===== src/rtl/bcs_mac.sv =====
// Shared multiply, round and add step of the cubic evaluation:
// res = addend + round(t * op / 2^s), s = F or F+1. Depends on nothing.
`default_nettype none
module bcs_mac #(
   parameter int W = 36,
   parameter int F = 8
) (
   input  wire logic [F-1:0]        t,
   input  wire logic signed [W-1:0] op,
   input  wire logic signed [W-1:0] addend,
   input  wire logic                wide_shift,
   output logic signed [W-1:0]      res
);
   localparam int PW = W + F + 1;
   localparam logic signed [PW-1:0] HALF_N = PW'(1) <<< (F - 1);
   localparam logic signed [PW-1:0] HALF_W = PW'(1) <<< F;

   logic signed [PW-1:0] prod;
   logic signed [PW-1:0] rounded;
   logic signed [PW-1:0] shifted;

   always_comb begin
      prod    = PW'($signed({1'b0, t})) * PW'(op);
      rounded = prod + (wide_shift ? HALF_W : HALF_N);
      shifted = wide_shift ? (rounded >>> (F + 1)) : (rounded >>> F);
      res     = addend + $signed(shifted[W-1:0]);
   end
endmodule
`default_nettype wire


===== config.mk =====
export PLATFORM = sky130hd
export DESIGN_NAME = bcs_mac
export DESIGN_NICKNAME = d
export VERILOG_FILES = /design/src/rtl/bcs_mac.sv
export SDC_FILE = /design/constraint.sdc
export NUM_CORES = 1
export LEC_CHECK = 0
export ABC_AREA = 1
export BUFFER_PORTS_ARGS = -buffer_cell sky130_fd_sc_hd__buf_2
export CAP_MARGIN = 5
export CORE_MARGIN = 10
export CORE_UTILIZATION = 34
export DETAILED_ROUTE_END_ITERATION = 16
export SETUP_SLACK_MARGIN = 0.5
export SYNTH_ARGS = -nofsm -noshare
export SYNTH_HDL_FRONTEND = slang
export SYNTH_SLANG_ARGS = --single-unit

===== constraint.sdc =====
create_clock -name vclk -period 13.8
set_input_delay 2.76 -clock vclk [all_inputs]
set_output_delay 2.76 -clock vclk [all_outputs]
set_load 0.02 [all_outputs]

==> flow_summary.ini, run 1 <==
[yosys]
synth_area_leaders = fa_1, nand2_1, ha_1, inv_1, nor2_1
synth_mux_area_share_pct = 0.221
synth_top_area_cell = fa_1
netlist_area_um2 = 13600
postSynthAreaPerCell_um2 = 6.71
synth-xor-area-share_pct = 3.22
yosys_warnings = 0
ys_seq_area_share_pct = 0
synth-simple-area-share_pct = 25.5
synth_compound_gate_area_share_pct = 8.20
synth_cells = 2023
synth_fa_ha_area_share_pct = 47.7
synth_cell_type_count = 43
synth_top_cell_area_share_pct = 33.0
synth_nets = 2487
synth_top_family_by_area = adder cells

[critical_path]
cp.required_ns = 11.04
start_kind = input pin
path_max_fanout = 35
max_stage_delay_ns = 0.55
critPathKind = in2out
endpoint_kind = primary output
slowest_stage = fa_1
arrival_ns = 10.04

[finish]
n_antenna_cell = 0
drive_gt1_share_pct = 6.82
layout.nets = 2533
layout_commonest_cell = nand2_1
ff_latch_area_um2 = 0
seq_cells = 0
nClkBuffers = 0
area_growth_syn_to_layout_pct = 6.94
final_cell_mix = nand2_1, inv_1, fa_1

[routing]
drc = 0
ant_nets = 0
wl_per_cell_um = 15.4
num_vias = 12500
via_per_inst = 4.84
dr.first_iter.drc_count = 887
firstDrtPassIters = 5
wl_um = 40000

[floorplan]
core_region_area_um2 = 39600
die_area_um2 = 48300
io_pins = 117
die_width_um = 220
fp.dieH_um = 220
start_util_pct = 34.3
rows = 73

[timing]
rsz0062_at_grt = false
fmax_mhz = 78.1
slew_violations = 0
max_slew_margin_pct = 43.7
setup_viol = 0
tightest_slew_ns = 0.845
final.min_clock_period_ns = 12.80
hold_viol_final = 0
setup_tns_ns = 0
period_share_pct = 92.8

[global_routing]
grt_usage_pct = 16.9
grt_max_degree = 38
grt-ovfl-total = 0
grt_pass1_wl_um = 67100
first_global_vias = 13000
antenna_found_initial = 0

[placed_design]
dp_hpwl_um = 35300
place_congestion = 0.940
io_buffers = 117

[worst_hold_path]
hold_class = in2out

[cts]
post_cts_buffers = 0
cts_resized = 0
ctsHoldBuffers = 0

[job]
maxCapViolations = 0

[outcome]
status = complete, no violations
cell usage after synthesis, types with 4 or more instances:
master      n
clkbuf_2   20
inv_1     467
nor4_1      8
o21ai_1     5
clkbuf_1   42
ha_1      159
o21ai_2     4
xor2_1     32
a21oi_1    80
nor3_1     15
nand3b_1   12
a31oi_1    13
nand2_1   602
nor2_1    112
or2_2       4
buf_1       9
o21bai_1   14
fa_1      224
nand4_1    14
o21ai_0    42
a21o_1     11
nand2_2     6
xnor2_1    18
nand3_1    76
a21boi_0    5
layout make-up:
| type | count | area (um2) |
|---|---|---|
| inverter | 470 | 1760 |
| multi-input combinational | 1480 | 11500 |
| fill | 4327 | 25100 |
| tap | 525 | 657 |
| timing repair buffer | 117 | 588 |
critical path: cells and delay by family:
kind / cells / cell delay, ns
compound gates: 7 / 1.66
xor+xnor: 1 / 0.24
fa+ha+maj: 7 / 3.26
buf+inv: 8 / 1.03
mux: 1 / 0.16
simple gates: 8 / 0.92
kinds of logic after synthesis:
family	Yosys count
compound gates	189
fa+ha+maj	383
buf+inv	543
simple gates	855
mux	3
xor+xnor	50
final timing paths:
path	startpoint	endpoint	cells after the start
worst max-delay path	t[1]	res[27]	32
worst min-delay path	addend[0]	res[0]	3
per-stage QoR:
step                      worst slack [ns]  area [um2]  hold slack [ns]  instances  utilization [%]
after CTS                             1.07       14500             5.88       2592             36.6
after global routing                 0.531       14500             5.90       2592             36.6
after global placement                1.10       14500             5.87       2592             36.6
final                                0.996       14500             5.88       2592             36.6
after floorplan                       2.21       13600             5.73       2023                -
after detailed placement              1.09       14500             5.88       2592             36.6
layer usage:
| metal | vias up | global-route usage, % | part of all wire [%] |
|---|---|---|---|
| li1 | 6169 | - | - |
| met1 | 5982 | 25.3 | 49 |
| met2 | 365 | 26.6 | 43 |
| met3 | 25 | 1.66 | 6.4 |
| met4 | 0 | 1.26 | 0.87 |
| met5 | - | 0 | 0 |
Power of run 1 is not shown: default switching activity piles up to over one toggle a cycle in this logic, so the estimate is an artifact.
==> run 2: changes to the inputs <==
--- a/config.mk
+++ b/config.mk
@@ -9,8 +9,9 @@
 export BUFFER_PORTS_ARGS = -buffer_cell sky130_fd_sc_hd__buf_2
 export CAP_MARGIN = 5
 export CORE_MARGIN = 10
-export CORE_UTILIZATION = 34
+export CORE_UTILIZATION = 55
 export DETAILED_ROUTE_END_ITERATION = 16
+export PLACE_DENSITY = 0.74
 export SETUP_SLACK_MARGIN = 0.5
 export SYNTH_ARGS = -nofsm -noshare
 export SYNTH_HDL_FRONTEND = slang
==> run 2 against run 1 <==
  * Non-clock buffer count is 1 higher
  * Flip-flop and latch count stayed put
  * Routed wire length decreased by 2.0%
  * Global-route usage grew 8.3 points
  * Clock-buffer cell count unchanged
==> flow_summary.ini, run 2 (synthesized netlist as in run 1, its figures left out) <==
[critical_path]
path_delay_family = adder cells
cp.required_ns = 11.04
start_kind = input pin
arrival_ns = 10.23
path_max_fanout = 29
path_depth = 27
slowest_stage = nor4_1
path_common_cell = fa_1
critPathKind = in2out
max_stage_delay_ns = 0.69
endpoint_kind = primary output
crit_buf_inv = 4

[finish]
ff_latch_area_um2 = 0
drive_gt1_share_pct = 6.91
final_cell_mix = nand2_1, inv_1, fa_1
layout_commonest_cell = nand2_1
layout.nets = 2534
seq_cells = 0
n_fill_cell = 2376
nClkBuffers = 0
n_antenna_cell = 0
area_growth_syn_to_layout_pct = 5.27

[global_routing]
first_global_vias = 12900
grt_usage_pct = 25.2
grt_max_degree = 38
antenna_found_initial = 0
grt_pass1_wl_um = 64900
grt-ovfl-total = 0

[routing]
drc = 0
dr.first_iter.drc_count = 841
wl_um = 39200
wl_per_cell_um = 16.4
ant_nets = 0
num_vias = 12700
firstDrtPassIters = 5
via_per_inst = 5.30

[outcome]
status = complete, no violations

[timing]
tightest_slew_ns = 0.853
hold_viol_final = 0
fmax_mhz = 77.0
rsz0062_at_grt = false
period_share_pct = 94.2
final.min_clock_period_ns = 12.99
slew_violations = 0
setup_viol = 0
max_slew_margin_pct = 43.1
setup_tns_ns = 0

[floorplan]
core_region_area_um2 = 24300
start_util_pct = 55.9
rows = 57
io_pins = 117
die_width_um = 177
fp.dieH_um = 177
die_area_um2 = 31400

[worst_hold_path]
hold_class = in2out
min_path_cells = 3

[job]
maxCapViolations = 0

[cts]
ctsHoldBuffers = 0
post_cts_buffers = 0

[placed_design]
io_buffers = 117
place_congestion = 0.980
dp_hpwl_um = 34400
## run 2: worst paths after layout
path,start,end
max,t[3],res[34]
min,addend[0],res[0]
## run 2: per-stage QoR
step	worst slack (ns)	utilization [%]	hold WS, ns	instances	area (um2)
4_1_cts	0.758	58.7	5.87	2392	14300
5_1_grt	0.531	58.8	5.89	2392	14300
2_1_floorplan	2.21	-	5.73	2023	13600
3_5_place_dp	0.481	58.7	5.87	2392	14300
6_report	0.805	58.8	5.88	2392	14300
3_3_place_gp	0.515	58.7	5.87	2392	14300
## run 2: repair_timing
item	in CTS	in global routing
hold endpoints to repair	0	0
resized for setup	1	5
endpoints found under the setup margin	1	3
pin swaps	0	0
## run 2: layer usage
| metal | GRT usage [%] | part of all wire (%) | up-vias |
|---|---|---|---|
| li1 | - | - | 6178 |
| met1 | 35.6 | 46 | 5950 |
| met2 | 40.6 | 45 | 500 |
| met3 | 3.97 | 7.8 | 38 |
| met4 | 3.68 | 1.5 | 0 |
| met5 | 0 | 0 | - |
## run 2: layout make-up
cell class                 count  area, um2  area share (%)
inverter                     470       1760            12.3
multi-input combinational   1480      11500            80.6
timing repair buffer         118        606            4.23
tap                          324        405            2.83
## run 2: worst min-delay path: cells and delay by family
family                   cells  cell delay (ns)
buffers and inverters        2             0.24
adder cells (fa/ha/maj)      1             0.12
Power of run 2 is left out for the same reason.
==> run 3: changes to the inputs <==
--- a/config.mk
+++ b/config.mk
@@ -5,13 +5,15 @@
 export SDC_FILE = /design/constraint.sdc
 export NUM_CORES = 1
 export LEC_CHECK = 0
-export ABC_AREA = 1
+export ABC_AREA = 0
 export BUFFER_PORTS_ARGS = -buffer_cell sky130_fd_sc_hd__buf_2
 export CAP_MARGIN = 5
+export CELL_PAD_IN_SITES_DETAIL_PLACEMENT = 0
+export CELL_PAD_IN_SITES_GLOBAL_PLACEMENT = 1
 export CORE_MARGIN = 10
-export CORE_UTILIZATION = 55
+export CORE_UTILIZATION = 49
 export DETAILED_ROUTE_END_ITERATION = 16
-export PLACE_DENSITY = 0.74
+export PLACE_DENSITY = 0.92
 export SETUP_SLACK_MARGIN = 0.5
 export SYNTH_ARGS = -nofsm -noshare
 export SYNTH_HDL_FRONTEND = slang
==> run 3 against run 2 <==
  * Maximum frequency decreased by 1.6%
  * Cell count is 22% lower
  * Routed wire length down 19%
  * Flip-flop and latch count stayed put
  * Largest cell class unchanged
  * Sequential share of layout area is the same
  * Critical path type unchanged
  * First-iteration DRC count down 17%
==> flow_summary.ini, run 3 <==
[timing]
rsz0062_at_grt = true
setup_viol = 0
hold_viol_final = 0
tightest_slew_ns = 0.524
fmax_mhz = 75.7
period_share_pct = 95.7
slew_violations = 0
final.min_clock_period_ns = 13.21
max_slew_margin_pct = 65.0
setup_tns_ns = 0

[finish]
stdcell_count = 1856
n_fill_cell = 2188
final_util_pct = 56.7
layout.nets = 1994
drive_gt1_share_pct = 16.1
layout_commonest_cell = fa_1
final_cell_mix = fa_1, and2_1, nand2_1
nClkBuffers = 0
seq_cells = 0
area_growth_syn_to_layout_pct = 14.1
ff_latch_area_um2 = 0

[floorplan]
io_pins = 117
die_area_um2 = 31300
start_util_pct = 49.7
die_width_um = 177
fp.dieH_um = 177
core_region_area_um2 = 24300
rows = 57

[critical_path]
start_kind = input pin
slowest_stage = or4b_4
cp.required_ns = 11.04
path_max_fanout = 3
crit_end = res[34]
max_stage_delay_ns = 0.55
endpoint_kind = primary output
arrival_ns = 10.45
critPathKind = in2out
crit_path_start = t[0]

[yosys]
synth_top_area_cell = fa_1
yosys_warnings = 0
synth_cell_type_count = 65
synth_cells = 1401
postSynthAreaPerCell_um2 = 8.62
synth_nets = 1865
ys_seq_area_share_pct = 0
yosys-top-cells-count = fa_1, nand2_1, and2_1
synth_area_leaders = fa_1, ha_1, and2_1, nand2_1, inv_1
synth_top_cell_area_share_pct = 37.1
synth_most_common_cell = fa_1
netlist_area_um2 = 12100

[routing]
dr.first_iter.drc_count = 700
via_per_inst = 5.54
num_vias = 10300
firstDrtPassIters = 5
wl_um = 31900
ant_nets = 0
wl_per_cell_um = 17.2
drc = 0

[worst_hold_path]
hold_class = in2out
worstHoldStart = addend[0]
min_path_cells = 3

[placed_design]
place_inst = 1838
io_buffers = 117
place_congestion = 0.931
dp_hpwl_um = 26500

[global_routing]
first_global_vias = 10700
grt_pass1_wl_um = 53500
grt_max_degree = 37
grt_usage_pct = 20.3
grt-ovfl-total = 0
antenna_found_initial = 5

[job]
maxCapViolations = 0

[outcome]
status = complete, no violations
[run 3: critical path: cells and delay by family]
family,cells,cell delay (ns)
AOI/OAI and AO/OA,11,1.90
xor gates and xnor gates,1,0.15
adders and majority gates,7,3.10
buffers and inverters,9,0.74
muxes,1,0.16
and+or+nand+nor,8,1.62
[run 3: cell type report]
class / count / area (um2) / share of cell area, %
multi-input cells: 1185 / 11600 / 84.0
repair buffers: 174 / 1150 / 8.37
inverters: 169 / 634 / 4.60
diodes: 4 / 10.0 / 0.0726
well taps: 324 / 405 / 2.94
[run 3: metrics by stage]
stage	setup slack, ns	hold WS [ns]	cell area [um2]
3_3_place_gp	0.249	5.88	13200
6_report	0.594	5.87	13800
2_1_floorplan	0.532	5.73	12100
4_1_cts	0.492	5.88	13400
3_5_place_dp	0.158	5.87	13200
5_1_grt	0.256	5.91	13800
[run 3: worst min path at each step]
stage,slack [ns],end
finish,5.87,res[0]
global route,5.91,res[0]
CTS,5.88,res[0]
detailed placement,5.87,res[0]
global placement,5.88,res[0]
floorplan,5.73,res[0]
[run 3: layer usage]
layer	wire length, um	vias up	track usage [%]
met1	13600	5114	26.9
met3	1770	39	2.60
met2	16100	278	35.2
li1	-	4848	-
met4	467	2	3.05
met5	9	-	0
[run 3: timing repair]
item / in CTS / in global routing
setup buffers: 7 / 6
gates cloned: 0 / 1
pin swaps: 16 / 40
hold buffers: 0 / 0
gates resized for setup: 27 / 75
endpoints found under the setup margin: 9 / 14
[run 3: kinds of logic (layout without fill, tap and decap cells)]
kind of cell	count (synthesis)	after routing	synth area share (%)
AOI/OAI and AO/OA	246	246	13.4
xor gates and xnor gates	66	66	4.79
adders and majority gates	383	383	53.6
buffers and inverters	216	343	6.73
muxes	13	13	1.15
other	0	4	0
and+or+nand+nor	477	477	20.4
Power of run 3 is left out for the same reason.
